===== config.mk =====
export PLATFORM = sky130hd
export DESIGN_NAME = char_lcd_4bit_write_controller_core
export DESIGN_NICKNAME = d
export VERILOG_FILES = /design/src/hw/rtl/clcd4_pkg.sv /design/src/hw/rtl/clcd4_cfg.sv /design/src/hw/rtl/clcd4_seq.sv /design/src/hw/rtl/clcd4_out.sv /design/src/hw/rtl/char_lcd_4bit_write_controller_core.sv
export VERILOG_INCLUDE_DIRS = /design/src /design/src/hw/rtl
export SDC_FILE = /design/constraint.sdc
export NUM_CORES = 1
export LEC_CHECK = 0
export ABC_AREA = 1
export BUFFER_PORTS_ARGS = -buffer_cell sky130_fd_sc_hd__buf_2
export CORE_ASPECT_RATIO = 0.9
export CORE_MARGIN = 5
export CORE_UTILIZATION = 31
export DETAILED_ROUTE_END_ITERATION = 12
export GPL_ROUTABILITY_DRIVEN = 0
export PLACE_DENSITY = 0.56
export RECOVER_POWER = 50
export SETUP_SLACK_MARGIN = 0.2
export SYNTH_ARGS = -nofsm -noshare
export SYNTH_HDL_FRONTEND = slang
export SYNTH_HIERARCHICAL = 1
export SYNTH_SLANG_ARGS = --single-unit

===== constraint.sdc =====
create_clock -name i_clk -period 3.65 [get_ports i_clk]
set_clock_uncertainty 0.1 [all_clocks]
set_input_delay 0.365 -clock i_clk [delete_from_list [all_inputs] [get_ports i_clk]]
set_output_delay 0.365 -clock i_clk [all_outputs]
set_load 0.05 [all_outputs]

===== src/hw/rtl/char_lcd_4bit_write_controller_core_macros.svh =====
// Assertion macros used by the file that checks the controller.
`ifndef CHAR_LCD_4BIT_WRITE_CONTROLLER_CORE_MACROS_SVH
`define CHAR_LCD_4BIT_WRITE_CONTROLLER_CORE_MACROS_SVH

// Checked at every rising edge outside reset.
`define CLCD4_ASSERT(label, prop, msg) \
    label: assert property (@(posedge i_clk) disable iff (!i_rst_n) prop) else $error(msg);

// Checked at every rising edge, reset included.
`define CLCD4_ASSERT_ALWAYS(label, prop, msg) \
    label: assert property (@(posedge i_clk) prop) else $error(msg);

`endif


===== src/hw/rtl/clcd4_pkg.sv =====
`timescale 1ns / 1ps

package clcd4_pkg;

    typedef enum logic [1:0] {
        OP_TICK = 2'd0,
        OP_CMD  = 2'd1,
        OP_DATA = 2'd2,
        OP_INIT = 2'd3
    } t_op;

    typedef enum logic [2:0] {
        CFG_POWER_ON_WAIT   = 3'd0,
        CFG_FIRST_WAKE_WAIT = 3'd1,
        CFG_ENABLE_PHASE    = 3'd2,
        CFG_USE_BUSY_POLL   = 3'd3,
        CFG_FIXED_WAIT      = 3'd4
    } t_cfg_idx;

    typedef enum logic [4:0] {
        PH_UNINIT    = 5'd0,
        PH_POWER     = 5'd1,
        PH_NIB_SET   = 5'd2,
        PH_NIB_HIGH  = 5'd3,
        PH_WAKE_WAIT = 5'd4,
        PH_HI_SET    = 5'd5,
        PH_HI_HIGH   = 5'd6,
        PH_LO_SET    = 5'd7,
        PH_LO_HIGH   = 5'd8,
        PH_BS1       = 5'd9,
        PH_BH1       = 5'd10,
        PH_BS2       = 5'd11,
        PH_BS2_BUSY  = 5'd12,
        PH_BH2       = 5'd13,
        PH_BH2_BUSY  = 5'd14,
        PH_BUSY_GAP  = 5'd15,
        PH_FIXED     = 5'd16,
        PH_READY     = 5'd17
    } t_phase;

    localparam logic [7:0] CMD_FUNCTION_SET = 8'h28;
    localparam logic [7:0] CMD_DISPLAY_OFF  = 8'h08;
    localparam logic [7:0] CMD_CLEAR        = 8'h01;
    localparam logic [7:0] CMD_DISPLAY_ON   = 8'h0C;
    localparam logic [7:0] CMD_ENTRY_MODE   = 8'h06;

    localparam logic [3:0] NIB_WAKE         = 4'h3;
    localparam logic [3:0] NIB_FOUR_BIT     = 4'h2;

    localparam logic [3:0] STEP_FIRST_CMD   = 4'd3;
    localparam logic [3:0] STEP_LAST_CMD    = 4'd7;
    localparam logic [3:0] STEP_DONE        = 4'd9;

    localparam logic [7:0] RST_POWER_ON_WAIT   = 8'd40;
    localparam logic [7:0] RST_FIRST_WAKE_WAIT = 8'd5;
    localparam logic [3:0] RST_ENABLE_PHASE    = 4'd1;
    localparam logic       RST_USE_BUSY_POLL   = 1'b1;
    localparam logic [7:0] RST_FIXED_WAIT      = 8'd2;

    typedef struct packed {
        logic [1:0] opcode;
        logic [7:0] data_byte;
        logic       busy_pin;
    } t_in;

    typedef struct packed {
        logic       pin_rs;
        logic       pin_rw;
        logic       pin_e;
        logic [3:0] pin_nibble;
        logic       db7_as_input;
        logic       ready_res;
        logic       refused;
    } t_out;

    typedef struct packed {
        logic [7:0] power_on_wait_ms;
        logic [7:0] first_wake_wait_ms;
        logic [3:0] enable_phase_ms;
        logic       use_busy_poll;
        logic [7:0] fixed_wait_ms;
    } t_cfg;

    typedef struct packed {
        logic       din;
        logic [3:0] nib;
        logic       e;
        logic       rw;
        logic       rs;
    } t_pins;

    // DB7 reads as low whenever it is released.
    function automatic t_pins f_drive(input logic rs, input logic rw, input logic e,
                                      input logic [3:0] nib, input logic din);
        t_pins p;
        p.rs  = rs;
        p.rw  = rw;
        p.e   = e;
        p.nib = din ? {1'b0, nib[2:0]} : nib;
        p.din = din;
        return p;
    endfunction

    function automatic logic [7:0] f_setup_cmd(input logic [3:0] step);
        logic [7:0] c;
        case (step)
            4'd4:    c = CMD_FUNCTION_SET;
            4'd5:    c = CMD_DISPLAY_OFF;
            4'd6:    c = CMD_CLEAR;
            4'd7:    c = CMD_DISPLAY_ON;
            4'd8:    c = CMD_ENTRY_MODE;
            default: c = CMD_FUNCTION_SET;
        endcase
        return c;
    endfunction

endpackage


===== src/hw/rtl/clcd4_cfg.sv =====
`timescale 1ns / 1ps

module clcd4_cfg
    import clcd4_pkg::*;
(
    input  logic       i_clk,
    input  logic       i_rst_n,
    input  logic       i_cfg_we,
    input  logic [2:0] i_cfg_idx,
    input  logic [7:0] i_cfg_wdata,
    output t_cfg       o_cfg
);

    t_cfg r_cfg;
    t_cfg n_cfg;

    always_comb begin
        n_cfg = r_cfg;
        if (i_cfg_we) begin
            case (i_cfg_idx)
                CFG_POWER_ON_WAIT:   n_cfg.power_on_wait_ms   = i_cfg_wdata;
                CFG_FIRST_WAKE_WAIT: n_cfg.first_wake_wait_ms = i_cfg_wdata;
                CFG_ENABLE_PHASE:    n_cfg.enable_phase_ms    = i_cfg_wdata[3:0];
                CFG_USE_BUSY_POLL:   n_cfg.use_busy_poll      = i_cfg_wdata[0];
                CFG_FIXED_WAIT:      n_cfg.fixed_wait_ms      = i_cfg_wdata;
                default:             n_cfg = r_cfg;
            endcase
        end
    end

    always_ff @(posedge i_clk) begin
        if (!i_rst_n) begin
            r_cfg.power_on_wait_ms   <= RST_POWER_ON_WAIT;
            r_cfg.first_wake_wait_ms <= RST_FIRST_WAKE_WAIT;
            r_cfg.enable_phase_ms    <= RST_ENABLE_PHASE;
            r_cfg.use_busy_poll      <= RST_USE_BUSY_POLL;
            r_cfg.fixed_wait_ms      <= RST_FIXED_WAIT;
        end else begin
            r_cfg <= n_cfg;
        end
    end

    assign o_cfg = r_cfg;

endmodule


===== src/hw/rtl/clcd4_seq.sv =====
`timescale 1ns / 1ps

module clcd4_seq
    import clcd4_pkg::*;
(
    input  logic i_clk,
    input  logic i_rst_n,
    input  logic i_accept,
    input  t_in  i_in,
    input  t_cfg i_cfg,
    output t_out o_res
);

    t_phase     r_phase, n_phase;
    logic [7:0] r_ms, n_ms;
    logic [7:0] r_byte, n_byte;
    logic       r_rs_held, n_rs_held;
    logic [3:0] r_step, n_step;
    t_pins      r_pins, n_pins;

    logic [8:0] ms_inc;
    logic [7:0] target;
    logic       done;
    logic       refused;
    logic       do_after;
    logic       do_cont;
    logic [7:0] cmd;

    always_comb begin
        case (r_phase)
            PH_POWER:     target = i_cfg.power_on_wait_ms;
            PH_WAKE_WAIT: target = (r_step == 4'd0) ? i_cfg.first_wake_wait_ms : 8'd1;
            PH_BUSY_GAP:  target = 8'd1;
            PH_FIXED:     target = i_cfg.fixed_wait_ms;
            default:      target = {4'd0, i_cfg.enable_phase_ms};
        endcase
        ms_inc = {1'b0, r_ms} + 9'd1;
        done   = (ms_inc >= {1'b0, target});
    end

    always_comb begin
        n_phase   = r_phase;
        n_ms      = r_ms;
        n_byte    = r_byte;
        n_rs_held = r_rs_held;
        n_step    = r_step;
        n_pins    = r_pins;
        refused   = 1'b0;
        do_after  = 1'b0;
        do_cont   = 1'b0;
        cmd       = f_setup_cmd(4'(r_step + 4'd1));

        case (t_op'(i_in.opcode))
            OP_TICK: begin
                if (r_phase != PH_UNINIT && r_phase != PH_READY) begin
                    n_ms = done ? 8'd0 : ms_inc[7:0];
                    if (done) begin
                        case (r_phase)
                            PH_POWER: begin
                                n_pins  = f_drive(1'b0, 1'b0, 1'b0, NIB_WAKE, 1'b0);
                                n_phase = PH_NIB_SET;
                            end
                            PH_NIB_SET: begin
                                n_pins.e = 1'b1;
                                n_phase  = PH_NIB_HIGH;
                            end
                            PH_NIB_HIGH: begin
                                n_pins.e = 1'b0;
                                if (r_step >= STEP_FIRST_CMD) begin
                                    do_after = 1'b1;
                                end else begin
                                    n_phase = PH_WAKE_WAIT;
                                end
                            end
                            PH_WAKE_WAIT: begin
                                n_step = 4'(r_step + 4'd1);
                                n_pins = f_drive(r_pins.rs, r_pins.rw, r_pins.e,
                                                 (n_step == 4'd3) ? NIB_FOUR_BIT : NIB_WAKE,
                                                 r_pins.din);
                                n_phase = PH_NIB_SET;
                            end
                            PH_HI_SET: begin
                                n_pins.e = 1'b1;
                                n_phase  = PH_HI_HIGH;
                            end
                            PH_HI_HIGH: begin
                                n_pins = f_drive(r_pins.rs, r_pins.rw, 1'b0, r_byte[3:0],
                                                 r_pins.din);
                                n_phase = PH_LO_SET;
                            end
                            PH_LO_SET: begin
                                n_pins.e = 1'b1;
                                n_phase  = PH_LO_HIGH;
                            end
                            PH_LO_HIGH: begin
                                n_pins.e = 1'b0;
                                do_after = 1'b1;
                            end
                            PH_BS1: begin
                                n_pins.e = 1'b1;
                                n_phase  = PH_BH1;
                            end
                            PH_BH1: begin
                                n_pins.e = 1'b0;
                                n_phase  = i_in.busy_pin ? PH_BS2_BUSY : PH_BS2;
                            end
                            PH_BS2: begin
                                n_pins.e = 1'b1;
                                n_phase  = PH_BH2;
                            end
                            PH_BS2_BUSY: begin
                                n_pins.e = 1'b1;
                                n_phase  = PH_BH2_BUSY;
                            end
                            PH_BH2: begin
                                n_pins  = f_drive(1'b0, 1'b0, 1'b0, {1'b0, r_pins.nib[2:0]},
                                                  1'b0);
                                do_cont = 1'b1;
                            end
                            PH_BH2_BUSY: begin
                                n_pins.e = 1'b0;
                                n_phase  = PH_BUSY_GAP;
                            end
                            PH_BUSY_GAP: begin
                                n_phase = PH_BS1;
                            end
                            PH_FIXED: begin
                                do_cont = 1'b1;
                            end
                            default: begin
                                n_phase = r_phase;
                            end
                        endcase
                    end
                end
            end
            OP_INIT: begin
                if (r_phase == PH_UNINIT || r_phase == PH_READY) begin
                    n_pins  = f_drive(1'b0, 1'b0, 1'b0, r_pins.nib, 1'b0);
                    n_ms    = 8'd0;
                    n_step  = 4'd0;
                    n_phase = PH_POWER;
                end else begin
                    refused = 1'b1;
                end
            end
            default: begin
                if (r_phase == PH_READY) begin
                    n_byte    = i_in.data_byte;
                    n_rs_held = (t_op'(i_in.opcode) == OP_DATA);
                    n_pins    = f_drive(n_rs_held, 1'b0, 1'b0, i_in.data_byte[7:4], 1'b0);
                    n_ms      = 8'd0;
                    n_phase   = PH_HI_SET;
                end else begin
                    refused = 1'b1;
                end
            end
        endcase

        if (do_after) begin
            n_ms = 8'd0;
            if (i_cfg.use_busy_poll) begin
                n_pins  = f_drive(1'b0, 1'b1, 1'b0, n_pins.nib, 1'b1);
                n_phase = PH_BS1;
            end else begin
                n_phase = PH_FIXED;
            end
        end

        if (do_cont) begin
            if (r_step inside {[STEP_FIRST_CMD:STEP_LAST_CMD]}) begin
                n_step    = 4'(r_step + 4'd1);
                n_byte    = cmd;
                n_rs_held = 1'b0;
                n_pins    = f_drive(1'b0, 1'b0, 1'b0, cmd[7:4], 1'b0);
                n_ms      = 8'd0;
                n_phase   = PH_HI_SET;
            end else begin
                n_step  = STEP_DONE;
                n_phase = PH_READY;
            end
        end
    end

    always_ff @(posedge i_clk) begin
        if (!i_rst_n) begin
            r_phase   <= PH_UNINIT;
            r_ms      <= 8'd0;
            r_byte    <= 8'd0;
            r_rs_held <= 1'b0;
            r_step    <= 4'd0;
            r_pins    <= '0;
        end else if (i_accept) begin
            r_phase   <= n_phase;
            r_ms      <= n_ms;
            r_byte    <= n_byte;
            r_rs_held <= n_rs_held;
            r_step    <= n_step;
            r_pins    <= n_pins;
        end
    end

    assign o_res.pin_rs       = n_pins.rs;
    assign o_res.pin_rw       = n_pins.rw;
    assign o_res.pin_e        = n_pins.e;
    assign o_res.pin_nibble   = n_pins.nib;
    assign o_res.db7_as_input = n_pins.din;
    assign o_res.ready_res    = (n_phase == PH_READY);
    assign o_res.refused      = refused;

endmodule


===== src/hw/rtl/clcd4_out.sv =====
`timescale 1ns / 1ps

module clcd4_out
    import clcd4_pkg::*;
(
    input  logic i_clk,
    input  logic i_rst_n,
    input  logic i_accept,
    input  t_out i_res,
    input  logic i_out_stall,
    output logic o_in_stall,
    output logic o_out_valid,
    output t_out o_out
);

    logic r_valid, n_valid;
    t_out r_data;

    assign o_in_stall = r_valid && i_out_stall;

    always_comb begin
        n_valid = r_valid;
        if (i_accept) begin
            n_valid = 1'b1;
        end else if (!i_out_stall) begin
            n_valid = 1'b0;
        end
    end

    always_ff @(posedge i_clk) begin
        if (!i_rst_n) begin
            r_valid <= 1'b0;
        end else begin
            r_valid <= n_valid;
        end
    end

    always_ff @(posedge i_clk) begin
        if (i_accept) begin
            r_data <= i_res;
        end
    end

    assign o_out_valid = r_valid;
    assign o_out       = r_data;

endmodule


===== src/hw/rtl/char_lcd_4bit_write_controller_core.sv =====
// The result of a request is registered and shown in the cycle after the request is taken.
// Throughput: one request per cycle while the output is not stalled, set by the single
// result register, which frees itself in the same cycle that its result is taken.
// Reset (synchronous, active low) restores the register defaults, leaves the
// display uninitialised with all pins low and empties the result register.
`timescale 1ns / 1ps

`include "char_lcd_4bit_write_controller_core_macros.svh"

module char_lcd_4bit_write_controller_core
    import clcd4_pkg::*;
(
    input  logic       i_clk,
    input  logic       i_rst_n,
    input  logic       i_cfg_we,
    input  logic [2:0] i_cfg_idx,
    input  logic [7:0] i_cfg_wdata,
    input  logic       i_in_valid,
    output logic       o_in_stall,
    input  t_in        i_in,
    output logic       o_out_valid,
    input  logic       i_out_stall,
    output t_out       o_out
);

    t_cfg cfg;
    t_out res;
    logic accept;

    assign accept = i_in_valid && !o_in_stall;

    clcd4_cfg u_cfg (
        .i_clk       (i_clk),
        .i_rst_n     (i_rst_n),
        .i_cfg_we    (i_cfg_we),
        .i_cfg_idx   (i_cfg_idx),
        .i_cfg_wdata (i_cfg_wdata),
        .o_cfg       (cfg)
    );

    clcd4_seq u_seq (
        .i_clk    (i_clk),
        .i_rst_n  (i_rst_n),
        .i_accept (accept),
        .i_in     (i_in),
        .i_cfg    (cfg),
        .o_res    (res)
    );

    clcd4_out u_out (
        .i_clk       (i_clk),
        .i_rst_n     (i_rst_n),
        .i_accept    (accept),
        .i_res       (res),
        .i_out_stall (i_out_stall),
        .o_in_stall  (o_in_stall),
        .o_out_valid (o_out_valid),
        .o_out       (o_out)
    );

    `CLCD4_ASSERT(a_ready_pins_idle, o_out_valid && o_out.ready_res |-> !o_out.pin_e && !o_out.pin_rw && !o_out.db7_as_input, "ready with bus not idle")
    `CLCD4_ASSERT(a_db7_released_low, o_out_valid && o_out.db7_as_input |-> !o_out.pin_nibble[3], "released DB7 driven high")
    `CLCD4_ASSERT(a_tick_not_refused, accept && i_in.opcode == OP_TICK |=> o_out_valid && !o_out.refused, "tick refused")
    `CLCD4_ASSERT_ALWAYS(a_reset_empty, !i_rst_n |=> !o_out_valid, "result valid after reset")

endmodule


---- After elaboration in Yosys (flattened, before gate mapping) ----
Cells that the tools add are included.
word-level totals
  flip-flop bits (word level) ............. 73
  output and inout port bits .............. 12
  word-level logic and storage cells ...... 149
operators by class
  add/subtract/negate cells ............... 2
  $lt $le $gt $ge ......................... 3
  equal/unequal tests ..................... 35
  mux-type cells .......................... 63
  reductions and logical operators ........ 24
operator list
  cell                                                                     count
  8-bit two-way mux                                                        20
  5-bit one-hot mux with 12 select lines                                   1
  5-bit two-way mux                                                        9
  5-bit by 4-bit equality test with 1-bit output, second input constant    8
  4-bit two-way mux                                                        8
  8-bit one-hot mux with 2 select lines                                    2
  8-bit one-hot mux with 4 select lines                                    1
  6-bit one-hot mux with 4 select lines                                    1
  5-bit by 3-bit equality test with 1-bit output, second input constant    4
  5-bit one-hot mux with 4 select lines                                    1
  5-bit equality test, second input constant                               3
  1-bit two-way mux                                                        13
  4-bit by 3-bit equality test with 1-bit output, second input constant    3
  5-bit by 2-bit equality test with 1-bit output, second input constant    2
  5-bit one-hot mux with 2 select lines                                    1
  2-bit AND reduction                                                      5
  8-bit by 1-bit adder with 9-bit output, second input constant            1
  9-bit by 8-bit >= comparator with 1-bit output                           1
  3-bit by 1-bit inequality test with 1-bit output, second input constant  3
  4-bit one-hot mux with 2 select lines                                    1
  2-bit OR reduction                                                       4
  7-bit OR reduction                                                       1
  3-bit by 2-bit equality test with 1-bit output, second input constant    2
  1-bit one-hot mux with 2 select lines                                    3
  other kinds (25)                                                         29

---- Logic depth before layout (Yosys ltp) ----
Gate-level depths: netlist of the first run.
  word-level depth ........................ 12
  gate-level depth with buffers ........... 28
  gate-level depth less buffers ........... 26

---- Modules after synthesis ----
The synthesis of the first run kept the hierarchy.
modules (own cells, without submodules)
  module                               instances  cells an instance  area an instance (µm²)  sequential area each (µm²)
  clcd4_seq                            1          577                3251.9                  580.6
  clcd4_cfg                            1          174                1203.7                  580.6
  clcd4_out                            1          16                 344.1                   320.3
  char_lcd_4bit_write_controller_core  1          2                  10.0                    0.0

---- Worst setup path before layout of the first run ----
OpenSTA, ideal clock, no wires.
  path kind ............................... register -> register
  from .................................... register u_seq.r_phase[4]
  to ...................................... register u_out.r_data, in the netlist u_out/o_out[7] (data pin)
  data arrival time ....................... 2.832 ns
  required time ........................... 3.299 ns
  setup slack ............................. 0.467 ns
  stages on the path, launching flop included .. 24
  buffers on the path ..................... 2
  clock period less this slack ............ 3.183 ns
  cell sequence ........................... dfxtp_1 inv_2 buf_6 nor3_4 nor3_1 inv_1 nor2_1 a41oi_1 inv_1 ha_1 nand2_1 inv_1 nand3_1 nand3_1 nand2_1 nand2_1 nand2_1 nand2_4 buf_4 or2_2 nand3_1 nand2_1 nand2_1 inv_1
RTL lines
  what                    RTL line          source
  from (decl)             clcd4_seq.sv:14   t_phase r_phase, n_phase;
  from (signal assigned)  clcd4_seq.sv:194  r_phase <= n_phase;
  to (signal assigned)    clcd4_out.sv:40   r_data <= i_res;
  to (decl)               clcd4_out.sv:17   t_out r_data;

---- Final worst setup path of the first run ----
  from .................................... register u_seq.r_phase[1]
  to ...................................... register u_seq.r_ms[5]
on the way
  cells in the longest elaborated chain, start to end .. 9
  elaborated cells on any way between the ends .. 32
  classes of those cells .................. 1 x order compare; 9 x eq/ne; 17 x mux; 5 x reduce/logical
RTL lines
  what                                                                               RTL line                          source
  5-bit equality test (tied with other cells)                                        clcd4_seq.sv:30, clcd4_seq.sv:58
  8-bit one-hot mux with 4 select lines                                              clcd4_seq.sv:30                   case (r_phase)
  9-bit by 8-bit >= comparator with 1-bit output                                     clcd4_seq.sv:38                   done = (ms_inc >= {1'b0, target});
  8-bit two-way mux / 1-bit two-way mux (equally long branches)                      clcd4_seq.sv:56, clcd4_seq.sv:57
  8-bit two-way mux / 1-bit two-way mux (equally long branches)                      clcd4_seq.sv:55                   if (r_phase != PH_UNINIT && r_phase != PH_READY) begin
  8-bit one-hot mux with 2 select lines / 1-bit two-way mux (equally long branches)  clcd4_seq.sv:53                   case (t_op'(i_in.opcode))
  8-bit two-way mux                                                                  clcd4_seq.sv:160                  if (do_after) begin
  8-bit two-way mux                                                                  clcd4_seq.sv:171                  if (r_step inside {[STEP_FIRST_CMD:STEP_LAST_CMD]}) begin
  8-bit two-way mux (*)                                                              clcd4_seq.sv:170                  if (do_cont) begin
  to (signal assigned)                                                               clcd4_seq.sv:195                  r_ms <= n_ms;
  to (decl)                                                                          clcd4_seq.sv:15                   logic [7:0] r_ms, n_ms;
Every way passes the cells marked *; elsewhere a longest branch is shown, timed or not.
A chain may end at the register's enable or synchronous reset.

==> summary.txt, run 1 <==
Place
  • IO Port Bufs: 38
  • DP HPWL: 10.4 mm

Synth
  • EDFF count, synth: 10
  • Synth cell types: 48
  • Synth Flop Type: dfxtp_1
  • FFs w/ async S/R, synth: 0%
  • Post-synth net total: 812
  • Register area share after synthesis: 30.8%
  • Seq cells post-synth: 69
  • Cells after synthesis: 769
  • Post-synthesis average cell area: 6.25 um^2
  • Synth Cell Area: 4810 um^2
  • YS warnings: 6

Cells and area
  • Most common cell after layout, fill and taps aside: nand2_1
  • Nets: 861
  • Ratio of cells with drive above 1 in the final layout: 13.7%
  • Most frequent cells in the layout: nand2_1, nor2_1, inv_1
  • ANT cells: 0
  • Syn-to-layout area delta: 16.8%

Power and ir drop
  • PD cells: 427 nW/um^2
  • Overall Power: 2400 uW
  • Static Leak: 0.00267 uW
  • Worst IR Drop VDD: 263 uV

Worst setup path
  • R2R Path End: u_seq/r_ms[5]
  • Required time worst endpoint: 3.81 ns
  • R2R Setup Slk: 0.43 ns
  • Crit start category: flop
  • RR Startpoint: u_seq/r_phase[1]
  • Crit path DAT: 3.38 ns
  • Critical-path cell list: nor2_4, inv_1, nor3_4, buf_6, nand2_1, a41oi_1, inv_1, ha_1, nand2_1, inv_1, nand3_1, nand3_1, nand2_1, nand2_1, nand2_4, nand2_4, nand4_4, nand2_1, inv_1, nand2_4, nor2_1, nor2_1, nor2_1
  • Most used cell, CP: nand2_1
  • Critical Path Fanout Max: 9
  • Worst R2R Path Depth: 23
  • CP peak stage delay: 0.38 ns
  • CP Class: reg -> reg
  • Slowest library cell on the worst path: dfxtp_2
  • Crit path capture type: flop

Timing
  • Fmax: 311 MHz
  • Final Critical Period: 3.22 ns
  • RSZ-0062 raised after global routing: no
  • Max-slew headroom: -31.6%
  • Fin. Hold Viols: 0
  • Final Setup Violations: 0
  • Final TNS setup: 0 ns
  • Final Max Slew Viols: 90
  • Period utilisation layout: 88.1%
  • Worst Hold Slack: 0.141 ns
  • Worst Tran Pin Value: 1.97 ns

GRT
  • Antenna violations before repair: 0
  • Largest net degree at the start of global routing: 45
  • Gr usage total: 15.6%
  • Global route total overflow: 0
  • Global-route wire length before repair: 23.0 mm
  • Number of global-route vias before repair: 4536

Min path
  • Hold Path Stages: 3
  • Min-delay src: i_cfg_wdata[5]
  • WHS Endpoint: u_cfg/o_cfg[26]
  • Min-Delay Path Class: in -> reg

Route
  • Routed length per instance: 13.7 um
  • Antenna Violating Nets Remaining: 0
  • DRT Wirelength: 14.0 mm
  • Vias: 4948
  • Number of remaining DRC errors: 0
  • Detailed Route Iter0 Violations: 358
  • DR pass1 iterations: 5
  • Vias per cell: 4.83

Clocking
  • CTS H-tree lvls: 3
  • Hold-fix buffers, CTS: 0
  • Clock slew at reported path FFs: 0.07 ns
  • Max clock buf depth: 2
  • CTS Buf Count: 9
  • Clock Tree Root: clkbuf_16
  • Clk Latency, worst-skew pair: 0.34 ns
  • CTS tree: yes
  • CTS Sinks: 69

Floorplan
  • Die Ht: 128 um
  • Core area: 15300 um^2
  • Die area: 18100 um^2
  • Die extent in x: 141 um
  • I/O pin cnt: 39
  • FP Rows: 43
  • Starting density of the core: 31.4%

Job
  • Maxcap violations: 2

Run status
  • Failing checks: capacitance limit, slew limit
  • Status: finished, violations left
==> cell usage after synthesis, drive strengths merged, types with 2 or more instances <==
master	instances	area [um^2]
nor3	5	36.3
a22oi	3	22.5
nand2	209	805
buf	12	81.3
nand3	85	438
a41oi	2	17.5
clkbuf	11	56.3
inv	96	363
o21ai	36	180
edfxtp	10	300
o211ai	4	35.0
a21boi	3	26.3
a22o	4	40.0
nor2	145	587
a21oi	33	173
xor2	7	61.3
a31oi	2	12.5
and2	5	31.3
ha	16	200
or2	2	15.0
nand4	12	90.1
nand3b	3	26.3
dfxtp	59	1180
==> layout make-up <==
type,instances,area [um^2]
flip-flops and latches,69,1490
clock inverters,7,68.8
repair buffers,59,329
multi-input cells,582,2880
clock buffers,9,225
well taps,202,253
fillers,1698,9720
inverters,97,370
==> worst max-delay path: cells and delay by family, from the launching register on <==
family	cells	cell delay [ns]
AND/OR/NAND/NOR	16	1.59
AO/OA/AOI/OAI	1	0.21
adder cells (fa/ha/maj)	1	0.26
buffers and inverters	5	0.58
flip-flops	1	0.38
==> state kept, by name, summed over array words and instances, names as in the netlist <==
| register | flops |
|---|---|
| u_out/o_out | 10 |
| u_seq/r_pins | 8 |
| u_seq/r_step | 4 |
| u_seq/r_byte | 4 |
| u_cfg/o_cfg | 29 |
| u_seq/r_ms | 8 |
| u_seq/r_phase | 5 |
| u_out/o_out_valid | 1 |
==> layer usage <==
| layer | wire (um) | global-route usage, % | up-vias | part of all wire (%) |
|---|---|---|---|---|
| li1 | - | - | 2569 | - |
| met1 | 7080 | 23.2 | 2191 | 51 |
| met2 | 5820 | 22.9 | 166 | 42 |
| met3 | 902 | 2.87 | 22 | 6.4 |
| met4 | 201 | 4.50 | 0 | 1.4 |
| met5 | 0 | 0 | - | 0 |
==> how the worst max path moves through the flow <==
stage	startpoint	end	slack, ns	depth (start not counted)
2_1_floorplan	u_seq/r_phase[4]	u_out/o_out[7]	0.47	23
3_3_place_gp	u_seq/r_phase[1]	u_out/o_out[1]	0.27	25
3_5_place_dp	u_seq/r_phase[1]	u_out/o_out[1]	0.19	25
4_1_cts	u_seq/r_phase[0]	u_out/o_out[1]	0.24	26
5_1_grt	u_seq/r_phase[0]	u_seq/r_ms[6]	0.13	25
6_report	u_seq/r_phase[1]	u_seq/r_ms[5]	0.43	23
==> metrics by stage <==
stage	setup WS [ns]	std cells	cell area, um^2	utilization (%)
CTS	0.241	1019	5550	36.2
floorplan	0.467	769	4810	-
detailed placement	0.194	1003	5250	34.2
global placement	0.266	1003	5250	34.2
finish	0.435	1025	5620	36.6
global route	0.134	1025	5620	36.6
==> report_power, final <==
group	switching (uW)	internal, uW
combinational	460	212
sequential	32.9	817
clock	390	484
total	884	1510
==> cells by family after synthesis <==
group	after synthesis	synth area share, %
buffers and inverters	120	10.5
flip-flops	69	30.8
AND/OR/NAND/NOR	467	42.3
AO/OA/AOI/OAI	90	11.0
XOR/XNOR	7	1.27
adder cells (fa/ha/maj)	16	4.16
==> repair_timing <==
item / in CTS / in global routing
buffers inserted: 0 / 4
cloned: 0 / 2
resized for setup: 1 / 23
pin swaps: 0 / 2
hold endpoints to repair: 0 / 0
setup endpoints to repair: 4 / 37
(Power assumes the default switching activity.)
==> run 2: changes to the inputs <==
--- a/config.mk
+++ b/config.mk
@@ -6,7 +6,6 @@
 export SDC_FILE = /design/constraint.sdc
 export NUM_CORES = 1
 export LEC_CHECK = 0
-export ABC_AREA = 1
 export BUFFER_PORTS_ARGS = -buffer_cell sky130_fd_sc_hd__buf_2
 export CORE_ASPECT_RATIO = 0.9
 export CORE_MARGIN = 5
==> run 2 against run 1 <==
Net effect:
- the run still ends with capacitance limit, slew limit left
- power decreased by 11%
- count of clock-buffer cells in the layout increased by 1
- clock power increased by 4.2%
- register-to-register slack got worse by 0.20 ns
- final area decreased by 0.31%
- sequential cell count unchanged
- core utilization increased by 2.9 points
- synthesized cell count decreased by 29%
- non-clock buffer count increased by 22
- critical endpoint is now u_out/o_out[4]
- largest cell class unchanged
- highest routed layer unchanged
==> summary.txt, run 2 <==
Synth
  • Post-synth net total: 587
  • Mux contribution to synthesized area: 8.55%
  • Synth Cell Area: 4510 um^2
  • Main combinational cell family by area after synthesis: simple AND/OR/NAND/NOR gates
  • Synth cell types: 80
  • Seq cells post-synth: 69
  • Post-synthesis average cell area: 8.28 um^2
  • FFs w/ async S/R, synth: 0%
  • Post-synthesis xor/xnor area fraction: 1.36%
  • Post-synthesis compound-gate area fraction: 22.0%
  • EDFF count, synth: 10
  • Top-count cell post-synth: nand2_1
  • Largest area contributor in the netlist: dfxtp_1
  • Register area share after synthesis: 32.9%
  • Commonest cells post-synth: nand2_1, dfxtp_1, nor2_1
  • Cells after synthesis: 544
  • Synth top area share: 26.2%
  • Synth Flop Type: dfxtp_1
  • Post-Synth Adder-Cell Area: 4.44%
  • YS warnings: 6
  • Ranking of synthesized cells by area: dfxtp_1, mux2i_1, edfxtp_1
  • Synth Area in Simple Gates: 25.3%

Route
  • Vias: 4347
  • Vias per cell: 5.46
  • Antenna Violating Nets Remaining: 0
  • DR pass1 iterations: 5
  • Routed length per instance: 16.7 um
  • Detailed Route Iter0 Violations: 459
  • DRT Wirelength: 13.3 mm
  • Number of remaining DRC errors: 0

Clocking
  • CTS tree: yes
  • Clk Latency, worst-skew pair: 0.34 ns
  • CTS Sinks: 69
  • Hold-fix buffers, CTS: 0
  • Clock slew at reported path FFs: 0.06 ns
  • Max clock buf depth: 2
  • CTS Buf Count: 9
  • CTS H-tree lvls: 3
  • Clock Tree Root: clkbuf_16

GRT
  • Global-route wire length before repair: 21.0 mm
  • Gr usage total: 15.1%
  • Number of global-route vias before repair: 4125
  • Antenna violations before repair: 0
  • Largest net degree at the start of global routing: 65
  • Global route total overflow: 0

Cells and area
  • # fillers: 1454
  • Multi-input logic area: 2980 um^2
  • Most common cell after layout, fill and taps aside: nand2_1
  • Register area: 1490 um^2
  • Syn-to-layout area delta: 24.3%
  • Most frequent cells in the layout: nand2_1, dfxtp_1, nor2_1
  • Ratio of cells with drive above 1 in the final layout: 25.0%
  • Max reg flops: 29
  • Post-route insts no fill: 796
  • Nets: 641
  • ANT cells: 0

Floorplan
  • I/O pin cnt: 39
  • Die area: 17100 um^2
  • Die Ht: 124 um
  • Core area: 14200 um^2
  • FP Rows: 41
  • Starting density of the core: 31.8%
  • Die extent in x: 137 um

Min path
  • Min-Delay Path Class: in -> reg

Timing
  • Fmax: 293 MHz
  • Final Critical Period: 3.41 ns
  • Worst Tran Pin Value: 2.52 ns
  • RSZ-0062 raised after global routing: yes
  • Max-slew headroom: -67.7%
  • Final TNS setup: 0 ns
  • Fin. Hold Viols: 0
  • Period utilisation layout: 93.6%
  • Final Max Slew Viols: 65
  • Worst Hold Slack: 0.189 ns
  • Final Setup Violations: 0

Worst setup path
  • Crit path DAT: 3.38 ns
  • Critical Path Fanout Max: 7
  • CP Class: reg -> reg
  • Required time worst endpoint: 3.62 ns
  • Crit start category: flop
  • Crit path capture type: flop

Power and ir drop
  • Worst IR Drop VDD: 205 uV
  • PD cells: 382 nW/um^2
  • Overall Power: 2140 uW
  • Static Leak: 0.00214 uW

Run status
  • Failing checks: capacitance limit, slew limit
  • Status: finished, violations left

Place
  • IO Port Bufs: 38
  • DP HPWL: 9.34 mm
  • Dpl cells: 768

Job
  • Maxcap violations: 1
## run 2: final cells by class
class | count | area share (%)
multi-input cells | 421 | 53.2
flip-flops and latches | 69 | 26.6
repair buffers | 81 | 9.34
well taps | 193 | 4.31
clock buffers | 10 | 4.27
clock inverters | 6 | 1.21
inverters | 16 | 1.07
## run 2: report_power, final
part	switching (uW)	total [uW]	internal, uW
Sequential	14.6	810	795
Clock	359	912	553
Combinational	254	421	166
## run 2: worst paths after layout
| path | slack, ns | end | depth (start not counted) | startpoint |
|---|---|---|---|---|
| max | 0.24 | u_out/o_out[4] | 15 | u_seq/r_phase[1] |
| min | 0.19 | u_seq/r_byte[0] | 3 | i_in[1] |
| max reg2reg | 0.24 | u_out/o_out[4] | 15 | u_seq/r_phase[1] |
| min reg2reg | 0.36 | u_cfg/o_cfg[21] | 2 | u_cfg/o_cfg[21] |
## run 2: kinds of logic (layout without fill, tap and decap cells)
| group | count (synthesis) | after routing |
|---|---|---|
| and+or+nand+nor | 217 | 217 |
| AOI/OAI and AO/OA | 143 | 143 |
| DFF | 69 | 69 |
| buffers and inverters | 54 | 113 |
| muxes | 38 | 38 |
| adders and majority gates | 16 | 16 |
| xor gates and xnor gates | 7 | 7 |
## run 2: through the flow
step	utilization (%)	instance area, um^2	setup WS, ns
after floorplan	-	4510	0.212
after global placement	35.2	4990	0.130
after detailed placement	35.2	4990	0.108
after CTS	37.8	5350	0.210
after global routing	39.6	5600	0.0953
final	39.6	5600	0.235
## run 2: layer usage
| metal | wire [um] | vias up | track usage (%) |
|---|---|---|---|
| li1 | - | 2102 | - |
| met1 | 5970 | 2033 | 20.3 |
| met2 | 6140 | 182 | 23.9 |
| met3 | 935 | 30 | 3.43 |
| met4 | 244 | 0 | 4.64 |
| met5 | 0 | - | 0 |
## run 2: what timing repair did
action | CTS | global route
endpoints found under the setup margin | 16 | 37
setup buffers | 1 | 11
gates resized for setup | 7 | 63
pin swaps | 4 | 26
## run 2: critical path, stage by stage (launching register included)
cell and delay, ns:
dfxtp_2 0.35, or3_4 0.43, nor2_4 0.14, buf_6 0.14
a222oi_1 0.10, inv_1 0.07, mux2i_1 0.07, ha_1 0.32
nand2_1 0.07, o21ai_2 0.15, nand4_1 0.13, buf_6 0.18
a211oi_4 0.33, o21ai_1 0.14, a311oi_2 0.33, a21oi_1 0.10
